## src/sv/lpd_pkg.sv

```systemverilog
package lpd_pkg;

  // register indexes on the configuration port
  localparam logic [2:0] REG_ANGLE_CENTER   = 3'd0;
  localparam logic [2:0] REG_ACCEL_THRESH   = 3'd1;
  localparam logic [2:0] REG_STILL_LIMIT    = 3'd2;
  localparam logic [2:0] REG_SPIN_THRESH    = 3'd3;
  localparam logic [2:0] REG_STILL_TICKS    = 3'd4;
  localparam logic [2:0] REG_JOLT_WINDOW    = 3'd5;
  localparam logic [2:0] REG_SPIN_WINDOW    = 3'd6;
  localparam logic [2:0] REG_PLACE_WINDOW   = 3'd7;

  localparam int CFG_INDEX_W = 3;
  localparam int CFG_DATA_W  = 16;

  // reset values of the registers
  localparam logic signed [14:0] RST_ANGLE_CENTER = 15'sd0;
  localparam logic [14:0] RST_ACCEL_THRESH = 15'd26000;
  localparam logic [15:0] RST_STILL_LIMIT  = 16'd30;
  localparam logic [15:0] RST_SPIN_THRESH  = 16'd135;
  localparam logic [7:0]  RST_STILL_TICKS  = 8'd10;
  localparam logic [11:0] RST_JOLT_WINDOW  = 12'd200;
  localparam logic [11:0] RST_SPIN_WINDOW  = 12'd100;
  localparam logic [11:0] RST_PLACE_WINDOW = 12'd50;

  // angle spans around the upright center, 1/100 deg
  localparam logic signed [17:0] JOLT_SPAN = 18'sd2000;
  localparam logic signed [17:0] REST_SPAN = 18'sd1000;

  // hand turn window, both wheels strictly inside
  localparam logic signed [15:0] HAND_MIN = -16'sd60;
  localparam logic signed [15:0] HAND_MAX = -16'sd3;

  typedef struct packed {
    logic signed [14:0] angle_center;
    logic [14:0]        lift_accel_threshold;
    logic [15:0]        still_speed_limit;
    logic [15:0]        spin_speed_threshold;
    logic [7:0]         still_ticks;
    logic [11:0]        jolt_window_ticks;
    logic [11:0]        spin_window_ticks;
    logic [11:0]        place_window_ticks;
  } cfg_t;

  typedef enum logic [1:0] {
    LIFT_STILL = 2'd0,
    LIFT_JOLT  = 2'd1,
    LIFT_SPIN  = 2'd2
  } lift_phase_t;

  typedef enum logic {
    PLACE_REST = 1'b0,
    PLACE_TURN = 1'b1
  } place_phase_t;

  // magnitude of a signed 16 bit value
  function automatic logic [16:0] abs16(input logic signed [15:0] v);
    logic signed [16:0] x;
    begin
      x = {v[15], v};
      abs16 = x[16] ? 17'(-x) : 17'(x);
    end
  endfunction

  // tilt strictly inside center +/- span
  function automatic logic in_window(input logic signed [15:0] tilt,
                                     input logic signed [14:0] center,
                                     input logic signed [17:0] span);
    logic signed [17:0] t;
    logic signed [17:0] c;
    begin
      t = {{2{tilt[15]}}, tilt};
      c = {{3{center[14]}}, center};
      in_window = (t > c - span) && (t < c + span);
    end
  endfunction

endpackage

```

## src/sv/lift_and_place_detector.sv

```systemverilog
// channel   signals                                              dir  transfer when
// item      item_valid item_stall wheel_left wheel_right         in   valid && !stall
//           accel_vertical tilt stopped_in
// result    result_valid result_stall lift_seen place_seen       out  valid && !stall
//           stopped_out
// config    cfg_valid cfg_ready cfg_index cfg_data               in   valid && ready
//
// one tick per cycle sustained while result_stall stays low; an item passes the input
// register, then the result register, and result_valid rises when it moves into the
// result register; all detection is one pass of compares and counter increments
// between the two registers
// detector state updates when an item moves into the result register, so the
// next item sees it without a bubble
// rst is synchronous: config returns to defaults, both detectors to their first phase
// a held result_stall backs up into item_stall once the input register is also full
module lift_and_place_detector (
  input  logic                            clk,
  input  logic                            rst,
  input  logic                            item_valid,
  output logic                            item_stall,
  input  logic signed [15:0]              wheel_left,
  input  logic signed [15:0]              wheel_right,
  input  logic signed [15:0]              accel_vertical,
  input  logic signed [15:0]              tilt,
  input  logic                            stopped_in,
  output logic                            result_valid,
  input  logic                            result_stall,
  output logic                            lift_seen,
  output logic                            place_seen,
  output logic                            stopped_out,
  input  logic                            cfg_valid,
  output logic                            cfg_ready,
  input  logic [lpd_pkg::CFG_INDEX_W-1:0] cfg_index,
  input  logic [lpd_pkg::CFG_DATA_W-1:0]  cfg_data
);
  import lpd_pkg::*;

  cfg_t cfg;

  logic               s1_valid;
  logic signed [15:0] s1_wheel_left;
  logic signed [15:0] s1_wheel_right;
  logic signed [15:0] s1_accel;
  logic signed [15:0] s1_tilt;
  logic               s1_stopped;

  logic advance, take_in, fire;
  logic lift, place, stopped_mid;

  assign advance    = !result_valid || !result_stall;
  assign item_stall = s1_valid && !advance;
  assign take_in    = item_valid && !item_stall;
  assign fire       = s1_valid && advance;

  lpd_cfg u_cfg (
    .clk       (clk),
    .rst       (rst),
    .cfg_valid (cfg_valid),
    .cfg_ready (cfg_ready),
    .cfg_index (cfg_index),
    .cfg_data  (cfg_data),
    .cfg       (cfg)
  );

  lpd_lift u_lift (
    .clk            (clk),
    .rst            (rst),
    .en             (fire),
    .cfg            (cfg),
    .wheel_left     (s1_wheel_left),
    .wheel_right    (s1_wheel_right),
    .accel_vertical (s1_accel),
    .tilt           (s1_tilt),
    .lift           (lift)
  );

  // place detector sees the stop flag after this tick's lift
  assign stopped_mid = s1_stopped | lift;

  lpd_place u_place (
    .clk         (clk),
    .rst         (rst),
    .en          (fire),
    .cfg         (cfg),
    .stopped     (stopped_mid),
    .wheel_left  (s1_wheel_left),
    .wheel_right (s1_wheel_right),
    .tilt        (s1_tilt),
    .place       (place)
  );

  always_ff @(posedge clk) begin
    if (rst) begin
      s1_valid <= 1'b0;
    end else if (!item_stall) begin
      s1_valid <= item_valid;
    end
  end

  always_ff @(posedge clk) begin
    if (take_in) begin
      s1_wheel_left  <= wheel_left;
      s1_wheel_right <= wheel_right;
      s1_accel       <= accel_vertical;
      s1_tilt        <= tilt;
      s1_stopped     <= stopped_in;
    end
  end

  always_ff @(posedge clk) begin
    if (rst) begin
      result_valid <= 1'b0;
    end else if (advance) begin
      result_valid <= s1_valid;
    end
  end

  always_ff @(posedge clk) begin
    if (fire) begin
      lift_seen   <= lift;
      place_seen  <= place;
      stopped_out <= stopped_mid & ~place;
    end
  end

`ifndef ASSERT_OFF
  a_place_clears: assert property (@(posedge clk) disable iff (rst)
    result_valid && place_seen |-> !stopped_out)
    else $error("put-down left the stop flag set");
  a_lift_sets: assert property (@(posedge clk) disable iff (rst)
    result_valid && lift_seen && !place_seen |-> stopped_out)
    else $error("lift did not set the stop flag");
  a_stall_full: assert property (@(posedge clk) disable iff (rst)
    item_stall |-> s1_valid && result_valid && result_stall)
    else $error("input stalled with room in the pipeline");
`endif

endmodule

```

## src/sv/lpd_cfg.sv

```systemverilog
module lpd_cfg (
  input  logic                                clk,
  input  logic                                rst,
  input  logic                                cfg_valid,
  output logic                                cfg_ready,
  input  logic [lpd_pkg::CFG_INDEX_W-1:0]     cfg_index,
  input  logic [lpd_pkg::CFG_DATA_W-1:0]      cfg_data,
  output lpd_pkg::cfg_t                       cfg
);
  import lpd_pkg::*;

  assign cfg_ready = 1'b1;

  always_ff @(posedge clk) begin
    if (rst) begin
      cfg.angle_center         <= RST_ANGLE_CENTER;
      cfg.lift_accel_threshold <= RST_ACCEL_THRESH;
      cfg.still_speed_limit    <= RST_STILL_LIMIT;
      cfg.spin_speed_threshold <= RST_SPIN_THRESH;
      cfg.still_ticks          <= RST_STILL_TICKS;
      cfg.jolt_window_ticks    <= RST_JOLT_WINDOW;
      cfg.spin_window_ticks    <= RST_SPIN_WINDOW;
      cfg.place_window_ticks   <= RST_PLACE_WINDOW;
    end else if (cfg_valid && cfg_ready) begin
      case (cfg_index)
        REG_ANGLE_CENTER: cfg.angle_center         <= $signed(cfg_data[14:0]);
        REG_ACCEL_THRESH: cfg.lift_accel_threshold <= cfg_data[14:0];
        REG_STILL_LIMIT:  cfg.still_speed_limit    <= cfg_data;
        REG_SPIN_THRESH:  cfg.spin_speed_threshold <= cfg_data;
        REG_STILL_TICKS:  cfg.still_ticks          <= cfg_data[7:0];
        REG_JOLT_WINDOW:  cfg.jolt_window_ticks    <= cfg_data[11:0];
        REG_SPIN_WINDOW:  cfg.spin_window_ticks    <= cfg_data[11:0];
        REG_PLACE_WINDOW: cfg.place_window_ticks   <= cfg_data[11:0];
        default: begin
        end
      endcase
    end
  end

endmodule

```

## src/sv/lpd_lift.sv

```systemverilog
module lpd_lift (
  input  logic                 clk,
  input  logic                 rst,
  input  logic                 en,
  input  lpd_pkg::cfg_t        cfg,
  input  logic signed [15:0]   wheel_left,
  input  logic signed [15:0]   wheel_right,
  input  logic signed [15:0]   accel_vertical,
  input  logic signed [15:0]   tilt,
  output logic                 lift
);
  import lpd_pkg::*;

  lift_phase_t phase, phase_next;
  logic [7:0]  still_count, still_count_next;
  logic [11:0] jolt_count, jolt_count_next;
  logic [11:0] spin_count, spin_count_next;
  logic        spin_eval;

  logic [17:0]        speed_sum;
  logic signed [17:0] wheel_sum;
  logic [17:0]        spin_mag;
  logic               is_still, is_jolt, is_spin;
  logic [8:0]         still_inc;
  logic [12:0]        jolt_inc, spin_inc;

  assign speed_sum = {1'b0, abs16(wheel_left)} + {1'b0, abs16(wheel_right)};
  assign is_still  = speed_sum < {2'b00, cfg.still_speed_limit};
  assign is_jolt   = ($signed({accel_vertical[15], accel_vertical}) >
                      $signed({2'b00, cfg.lift_accel_threshold})) &&
                     in_window(tilt, cfg.angle_center, JOLT_SPAN);
  assign wheel_sum = {{2{wheel_left[15]}}, wheel_left} +
                     {{2{wheel_right[15]}}, wheel_right};
  assign spin_mag  = wheel_sum[17] ? 18'(-wheel_sum) : 18'(wheel_sum);
  assign is_spin   = spin_mag > {2'b00, cfg.spin_speed_threshold};

  // phases chain within one tick: still -> jolt -> spin
  always_comb begin
    phase_next       = phase;
    still_count_next = still_count;
    jolt_count_next  = jolt_count;
    spin_count_next  = spin_count;
    spin_eval        = 1'b0;
    still_inc        = '0;
    jolt_inc         = '0;
    spin_inc         = '0;
    if (phase_next == LIFT_STILL) begin
      still_inc = is_still ? {1'b0, still_count} + 9'd1 : 9'd0;
      if (still_inc > {1'b0, cfg.still_ticks}) begin
        phase_next = LIFT_JOLT;
        still_inc  = '0;
      end
      still_count_next = still_inc[7:0];
    end
    if (phase_next == LIFT_JOLT) begin
      jolt_inc = {1'b0, jolt_count} + 13'd1;
      if (jolt_inc > {1'b0, cfg.jolt_window_ticks}) begin
        jolt_inc   = '0;
        phase_next = LIFT_STILL;
      end
      jolt_count_next = jolt_inc[11:0];
      if (is_jolt) begin
        phase_next = LIFT_SPIN;
      end
    end
    if (phase_next == LIFT_SPIN) begin
      spin_inc = {1'b0, spin_count} + 13'd1;
      if (spin_inc > {1'b0, cfg.spin_window_ticks}) begin
        spin_inc   = '0;
        phase_next = LIFT_STILL;
      end
      spin_count_next = spin_inc[11:0];
      spin_eval       = 1'b1;
      if (is_spin) begin
        phase_next = LIFT_STILL;
      end
    end
  end

  always_comb begin
    lift = spin_eval && is_spin;
  end

  always_ff @(posedge clk) begin
    if (rst) begin
      phase       <= LIFT_STILL;
      still_count <= '0;
      jolt_count  <= '0;
      spin_count  <= '0;
    end else if (en) begin
      phase       <= phase_next;
      still_count <= still_count_next;
      jolt_count  <= jolt_count_next;
      spin_count  <= spin_count_next;
    end
  end

`ifndef ASSERT_OFF
  a_lift_rearms: assert property (@(posedge clk) disable iff (rst)
    en && lift |=> phase == LIFT_STILL)
    else $error("lift reported but detector not back to stillness");
  a_lift_hold: assert property (@(posedge clk) disable iff (rst)
    !en |=> $stable(phase) && $stable(still_count) && $stable(spin_count))
    else $error("lift state moved without a tick");
`endif

endmodule

```

## src/sv/lpd_place.sv

```systemverilog
module lpd_place (
  input  logic                 clk,
  input  logic                 rst,
  input  logic                 en,
  input  lpd_pkg::cfg_t        cfg,
  input  logic                 stopped,
  input  logic signed [15:0]   wheel_left,
  input  logic signed [15:0]   wheel_right,
  input  logic signed [15:0]   tilt,
  output logic                 place
);
  import lpd_pkg::*;

  place_phase_t phase, phase_next;
  logic [11:0]  place_count, place_count_next;
  logic [12:0]  place_inc;
  logic         turn_eval;
  logic         is_rest, is_turn;

  assign is_rest = in_window(tilt, cfg.angle_center, REST_SPAN) &&
                   (wheel_left == 16'sd0) && (wheel_right == 16'sd0);
  assign is_turn = (wheel_left < HAND_MAX) && (wheel_right < HAND_MAX) &&
                   (wheel_left > HAND_MIN) && (wheel_right > HAND_MIN);

  always_comb begin
    phase_next       = phase;
    place_count_next = place_count;
    place_inc        = '0;
    turn_eval        = 1'b0;
    if (stopped) begin
      if (phase_next == PLACE_REST && is_rest) begin
        phase_next = PLACE_TURN;
      end
      if (phase_next == PLACE_TURN) begin
        place_inc = {1'b0, place_count} + 13'd1;
        if (place_inc > {1'b0, cfg.place_window_ticks}) begin
          place_inc  = '0;
          phase_next = PLACE_REST;
        end
        place_count_next = place_inc[11:0];
        turn_eval        = 1'b1;
        if (is_turn) begin
          phase_next = PLACE_REST;
        end
      end
    end
  end

  always_comb begin
    place = turn_eval && is_turn;
  end

  always_ff @(posedge clk) begin
    if (rst) begin
      phase       <= PLACE_REST;
      place_count <= '0;
    end else if (en) begin
      phase       <= phase_next;
      place_count <= place_count_next;
    end
  end

`ifndef ASSERT_OFF
  a_place_needs_stop: assert property (@(posedge clk) disable iff (rst)
    place |-> stopped)
    else $error("put-down reported while not stopped");
  a_place_idle_running: assert property (@(posedge clk) disable iff (rst)
    en && !stopped |=> $stable(phase) && $stable(place_count))
    else $error("place detector moved while motors running");
`endif

endmodule

```

## config.mk

```make
export PLATFORM = sky130hd
export DESIGN_NAME = lift_and_place_detector
export DESIGN_NICKNAME = d
export VERILOG_FILES = /design/src/sv/lpd_pkg.sv /design/src/sv/lift_and_place_detector.sv /design/src/sv/lpd_cfg.sv /design/src/sv/lpd_lift.sv /design/src/sv/lpd_place.sv
export SDC_FILE = /design/constraint.sdc
export NUM_CORES = 1
export LEC_CHECK = 0
export CORE_UTILIZATION = 43
export CTS_BUF_LIST = sky130_fd_sc_hd__clkbuf_4
export DETAILED_ROUTE_END_ITERATION = 10
export DONT_BUFFER_PORTS = 1
export GPL_ROUTABILITY_DRIVEN = 0
export PLACE_DENSITY = 0.59
export SYNTH_ARGS = -nofsm -noshare
export SYNTH_HDL_FRONTEND = slang
export SYNTH_HIERARCHICAL = 1
export SYNTH_SLANG_ARGS = --single-unit
```

## constraint.sdc

```tcl
create_clock -name clk -period 15.4 [get_ports clk]
set_input_delay 0 -clock clk [delete_from_list [all_inputs] [get_ports clk]]
set_output_delay 0 -clock clk [all_outputs]
set_load 0.01 [all_outputs]
```

==> flow_metrics.env, run 1 <==
export IMPL_outcome="completed"
export IMPL_yosysTopAreaCell="dfxtp_1"
export IMPL_setup_viol=0
export IMPL_ios=95
export IMPL_critPathRequiredTime_ns=16.11
export IMPL_synthToLayoutAreaGrowth_pct=18.4
export IMPL_tns_ns=0
export IMPL_overflow=0
export IMPL_async_flop_share_pct=0
export IMPL_viasPerCell=5.55
export IMPL_crit_path_max_incr_delay_ns=0.73
export IMPL_p_leak_nw=8.03
export IMPL_clk_latency_ns=0.82
export IMPL_clock_skew_ns=0.0754
export IMPL_layout_commonest_cell="ha_1"
export IMPL_initial_core_util_pct=43.9
export IMPL_arrival_ns=9.74
export IMPL_remaining_drc_errors=0
export IMPL_port_buffers=0
export IMPL_cts_sinks=223
export IMPL_fp_dieW_um=196
export IMPL_dp_final_hpwl_mm=30.6
export IMPL_cts_made_buffers=60
export IMPL_ys_flop_type="dfxtp_1"
export IMPL_slew_headroom_pct=28.7
export IMPL_num_rows=70
export IMPL_dieArea_sq_mm=0.0383
export IMPL_drt_pass1_iterations=5
export IMPL_ctsResizeCount=0
export IMPL_end_kind="flop"
export IMPL_drtIter0Drc=790
export IMPL_grt_usage_pct=23.3
export IMPL_synth_cell_types=88
export IMPL_rsz0062_at_grt="false"
export IMPL_grt_pass1_vias=13700
export IMPL_wire_per_inst_um=17.7
export IMPL_synth_area_per_cell_sq_um=9.05
export IMPL_synth_area_sq_mm=0.0161
export IMPL_cts_tree="built"
export IMPL_period_needed_ns=9.03
export IMPL_wl_mm=44.3
export IMPL_clk_path_buf_depth=3
export IMPL_start_kind="flop"
export IMPL_maxCapViolCount=0
export IMPL_core_sq_mm=0.0368
export IMPL_clockRootBuffer="clkbuf_4"
export IMPL_grt_max_degree=187
export IMPL_clk_pin_slew_ns=0.07
export IMPL_h_tree_depth=2
export IMPL_placed_area_sq_mm=0.0165
export IMPL_crit_top_cell="nand2_1"
export IMPL_finalMaxSlewViolations=0
export IMPL_irDropWorstVdd_uv=66.7
export IMPL_yosysSeqAreaShare_pct=31.9
export IMPL_final_cell_mix="188 x ha_1, 177 x dlygate4sd3_1, 155 x dfxtp_1"
export IMPL_fin_cells=2497
export IMPL_antenna_found_initial=3
export IMPL_postRouteAntennaNets=0
export IMPL_crit_slowest_cell="a31oi_2"
export IMPL_post_route_period_util_pct=58.6
export IMPL_critical_path_class="reg2reg"
export IMPL_vias=13900
export IMPL_design_area_sq_mm=0.0191
export IMPL_hp_class="in2reg"
export IMPL_synth_edf_count=68
export IMPL_fmax_ghz=0.111
export IMPL_synth_warning_count=6
export IMPL_final_core_util_pct=51.9
export IMPL_whs_ns=0.0641
export IMPL_final_nets=2255
export IMPL_cp_num_buf_inv=1
export IMPL_cp_top_family="simple AND/OR/NAND/NOR gates"
export IMPL_netlist_instances=1784
export IMPL_dp_cells=2204
export IMPL_tightest_slew_ns=1.06
export IMPL_dieHeight_um=196
export IMPL_finalHoldViolCount=0
export IMPL_synth_seq_cells=223
export IMPL_yosys_top_cells_area="dfxtp_1 19%, ha_1 15%, edfxtp_1 13%, mux2i_1 6.6%, xnor2_1 5.2%"
export IMPL_critPathMaxFanout=21
export IMPL_layout_drive_gt1_share_pct=6.46
export IMPL_grt_pass1_wl_mm=71.7
export IMPL_yosysTopAreaCellShare_pct=19.2
export IMPL_power_density_mw_per_mm2=82.0
repair_timing:
action | in CTS | in global routing
hold buffers | 178 | 0
endpoints found under the hold margin | 278 | 0
setup buffers | 0 | 0
power by group:
part / leakage, nW / internal (mW) / switching (mW)
clock: 0.470 / 0.275 / 0.274
sequential: 1.92 / 0.624 / 0.0243
combinational: 5.64 / 0.170 / 0.199
total: 8.03 / 1.07 / 0.497
worst paths after layout:
path / startpoint / to / slack [ns] / cells after the start
worst max register to register: s1_wheel_left[6]$_DFFE_PP_ / u_place/place_count[2]$_SDFFE_PP0P_ / 6.37 / 35
worst max-delay path: s1_wheel_left[6]$_DFFE_PP_ / u_place/place_count[2]$_SDFFE_PP0P_ / 6.37 / 35
worst min register to register: u_cfg/cfg[79]$_SDFFE_PP0P_ / u_cfg/cfg[79]$_SDFFE_PP0P_ / 0.47 / 2
worst min-delay path: cfg_data[7] / u_cfg/cfg[31]$_SDFFE_PP1P_ / 0.06 / 3
worst min-delay path: cells and delay by family:
kind / cells / cell delay [ns]
buffers and inverters: 1 / 0.55
multiplexers: 1 / 0.13
AND/OR/NAND/NOR: 1 / 0.12
area by class of cell:
type | count | area [sq um]
Tap cell | 468 | 586
Clock inverter | 28 | 150
Sequential cell | 223 | 5140
Multi-Input combinational cell | 1366 | 10200
Inverter | 141 | 529
Timing Repair Buffer | 184 | 1840
Clock buffer | 85 | 638
Antenna cell | 2 | 5.00
Fill cell | 3384 | 17700
kinds of logic (layout without fill, tap and decap cells):
kind of cell | count (synthesis) | in the layout | share of synthesized area (%)
XOR/XNOR | 137 | 137 | 7.44
flip-flops | 223 | 223 | 31.9
adder cells (fa/ha/maj) | 190 | 190 | 14.8
AND/OR/NAND/NOR | 588 | 588 | 19.9
buffers and inverters | 196 | 438 | 5.13
multiplexers | 109 | 109 | 6.78
other | 2 | 5 | 0.0465
AO/OA/AOI/OAI | 339 | 339 | 14.0
cells in the mapped netlist, types with 6 or more instances:
master / n
a2111oi_0: 6
a211oi_1: 22
a21o_1: 25
a21oi_1: 91
a31oi_1: 10
and2_1: 6
and3_1: 32
buf_2: 12
clkbuf_1: 33
dfxtp_1: 155
edfxtp_1: 68
ha_1: 188
inv_1: 141
mux2i_1: 107
nand2_1: 72
nand2b_1: 116
nand3_1: 62
nand3b_1: 13
nand4_1: 37
nor2_1: 127
nor2b_1: 16
nor3_1: 34
nor4_1: 19
nor4bb_1: 6
o211ai_1: 6
o21a_1: 16
o21ai_0: 69
o31ai_1: 12
o32ai_1: 12
o41ai_1: 9
or3_1: 7
xnor2_1: 96
xor2_1: 41
flip-flops by register name, indices dropped and copies added (netlist names), 2 cells and up:
| name | cells |
|---|---|
| u_lift/still_count | 8 |
| u_lift/spin_count | 12 |
| u_cfg/cfg | 106 |
| s1_wheel_left | 16 |
| s1_accel | 16 |
| s1_tilt | 16 |
| u_lift/jolt_count | 12 |
| s1_wheel_right | 16 |
| u_place/place_count | 12 |
| u_lift/phase | 2 |
metrics by stage:
step / power [mW] / setup WS (ns)
6_report: 1.57 / 6.37
5_1_grt: 1.66 / 5.75
4_1_cts: 1.58 / 6.49
3_5_place_dp: 0.981 / 6.96
3_3_place_gp: 0.972 / 7.23
2_1_floorplan: 0.908 / 8.36
layer usage:
| metal | GRT usage, % | vias to the layer above | part of all wire, % |
|---|---|---|---|
| met2 | 40.6 | 305 | 48 |
| li1 | - | 6860 | - |
| met3 | 2.89 | 87 | 3.7 |
| met5 | 0 | - | 0 |
| met4 | 8.56 | 0 | 2.7 |
| met1 | 29.5 | 6608 | 45 |
Power figures use the tool's default switching activity.
==> inputs of run 2 (changes only) <==
clock period = 9.31 ns   (was 15.4 ns; I/O delays follow)
==> flow_metrics.env, run 2 (same netlist as run 1, synthesis figures left out) <==
export IMPL_grt_max_degree=187
export IMPL_critPathRequiredTime_ns=9.99
export IMPL_finalHoldViolCount=0
export IMPL_crit_path_max_incr_delay_ns=0.58
export IMPL_drtIter0Drc=741
export IMPL_wl_mm=44.1
export IMPL_tns_ns=0
export IMPL_clk_path_buf_depth=3
export IMPL_dp_final_hpwl_mm=30.3
export IMPL_seqPwrFrac_pct=41.8
export IMPL_synthToLayoutAreaGrowth_pct=18.2
export IMPL_clk_latency_ns=0.79
export IMPL_clockRootBuffer="clkbuf_4"
export IMPL_post_route_period_util_pct=93.0
export IMPL_fp_dieW_um=196
export IMPL_wire_per_inst_um=17.7
export IMPL_p_int_mw=1.75
export IMPL_final_cell_mix="188 x ha_1, 174 x dlygate4sd3_1, 155 x dfxtp_1"
export IMPL_switching_share_pct=31.7
export IMPL_viasPerCell=5.53
export IMPL_start_kind="flop"
export IMPL_power_frac_clock_pct=34.5
export IMPL_drt_pass1_iterations=6
export IMPL_crit_top_cell="nand2_1"
export IMPL_largest_reg_flops=106
export IMPL_outcome="completed"
export IMPL_clk_pin_slew_ns=0.07
export IMPL_pwr_share_comb_pct=23.8
export IMPL_port_buffers=0
export IMPL_num_rows=70
export IMPL_cts_tree="built"
export IMPL_design_area_sq_mm=0.0191
export IMPL_rsz0062_at_grt="false"
export IMPL_antenna_found_initial=2
export IMPL_regMostFlops="u_cfg/cfg"
export IMPL_maxCapViolCount=0
export IMPL_h_tree_depth=2
export IMPL_fmax_ghz=0.116
export IMPL_irDropWorstVdd_uv=123
export IMPL_core_sq_mm=0.0368
export IMPL_cts_made_buffers=60
export IMPL_setup_viol=0
export IMPL_clock_skew_ns=0.0655
export IMPL_period_needed_ns=8.66
export IMPL_crit_slowest_cell="dlygate4sd3_1"
export IMPL_arrival_ns=9.34
export IMPL_critPathMaxFanout=11
export IMPL_total_power_mw=2.57
export IMPL_finalMaxSlewViolations=0
export IMPL_dieArea_sq_mm=0.0383
export IMPL_nFillCells=3380
export IMPL_hp_class="in2reg"
export IMPL_remaining_drc_errors=0
export IMPL_grt_pass1_wl_mm=70.4
export IMPL_postRouteAntennaNets=0
export IMPL_power_density_mw_per_mm2=135
export IMPL_slew_headroom_pct=30.8
export IMPL_critical_path_class="reg2reg"
export IMPL_cts_sinks=223
export IMPL_dieHeight_um=196
export IMPL_final_nets=2254
export IMPL_overflow=0
export IMPL_switchingPower_mw=0.815
export IMPL_end_kind="flop"
export IMPL_layout_commonest_cell="ha_1"
export IMPL_p_leak_nw=7.98
export IMPL_tightest_slew_ns=1.03
export IMPL_grt_pass1_vias=13700
export IMPL_grt_usage_pct=22.9
export IMPL_vias=13800
export IMPL_initial_core_util_pct=43.9
export IMPL_placed_area_sq_mm=0.0165
export IMPL_layout_drive_gt1_share_pct=6.58
export IMPL_ios=95
-- run 2: changes by cell type in the layout (fill, tap and decap cells not counted) --
cell / change
clkbuf_4: +4
clkinv_1: -4
clkinv_2: -3
dlygate4sd3_1: -3
a31oi_4: +1
buf_4: +1
bufinv_16: -1
clkinv_4: +1
inv_6: -1
o21ai_0: -1
o21ai_1: +1
-- run 2: path summary, 6_finish.rpt --
kind                                   start  slack, ns  depth (start not counted)                                   to
setup / recovery  s1_wheel_left[6]$_DFFE_PP_       0.65                         36  u_place/place_count[3]$_SDFFE_PP0P_
hold / removal                   cfg_data[4]       0.09                          3           u_cfg/cfg[64]$_SDFFE_PP1P_
setup reg to reg  s1_wheel_left[6]$_DFFE_PP_       0.65                         36  u_place/place_count[3]$_SDFFE_PP0P_
hold reg to reg   u_cfg/cfg[23]$_SDFFE_PP0P_       0.47                          2           u_cfg/cfg[23]$_SDFFE_PP0P_
-- run 2: power groups by stage --
stage / registers (mW) / logic, mW / clock network, mW
detailed placement: 1.09 / 0.528 / 0
floorplan: 1.08 / 0.426 / 0
finish: 1.07 / 0.610 / 0.884
CTS: 1.07 / 0.603 / 0.912
global route: 1.08 / 0.686 / 0.969
global placement: 1.09 / 0.515 / 0
-- run 2: layout make-up --
cell class                      count  area (sq um)  area share [%]
Timing Repair Buffer              182          1820            9.55
Clock buffer                       89           668            3.50
Inverter                          141           529            2.78
Clock inverter                     20          90.1           0.472
Antenna cell                        2          5.00          0.0262
Sequential cell                   223          5140            27.0
Tap cell                          468           586            3.07
Multi-Input combinational cell   1367         10200            53.6
-- run 2: timing repair --
action,in CTS,in global routing
endpoints found under the hold margin,268,0
buffers inserted,0,0
resized for setup,0,2
hold buffers,175,0
setup endpoints to repair,0,2
-- run 2: metal layers --
layer / vias to the layer above / wire (um) / global-route usage, %
met5: - / 0 / 0
met4: 0 / 1040 / 8.07
met3: 76 / 2060 / 3.70
met2: 327 / 21200 / 40.0
met1: 6516 / 19800 / 28.4
li1: 6858 / - / -
-- run 2: critical path, delay by kind of cell, from the launching register on --
kind	cells	cell delay [ns]
compound gates	13	2.34
xor+xnor	2	0.28
fa+ha+maj	3	0.95
buf+inv	2	0.76
flops	1	0.49
simple gates	16	3.70
-- run 2: per-stage QoR --
step | hold WS, ns | utilization (%) | setup WS [ns] | std cells
4_1_cts | 0.00119 | 51.8 | 0.355 | 2489
6_report | 0.0880 | 51.8 | 0.652 | 2492
5_1_grt | 0.0529 | 51.8 | 0.0147 | 2492
3_5_place_dp | 0.0830 | 44.9 | 0.915 | 2205
2_1_floorplan | 0.0691 | - | 2.27 | 1785
3_3_place_gp | 0.0848 | 44.9 | 1.29 | 2205
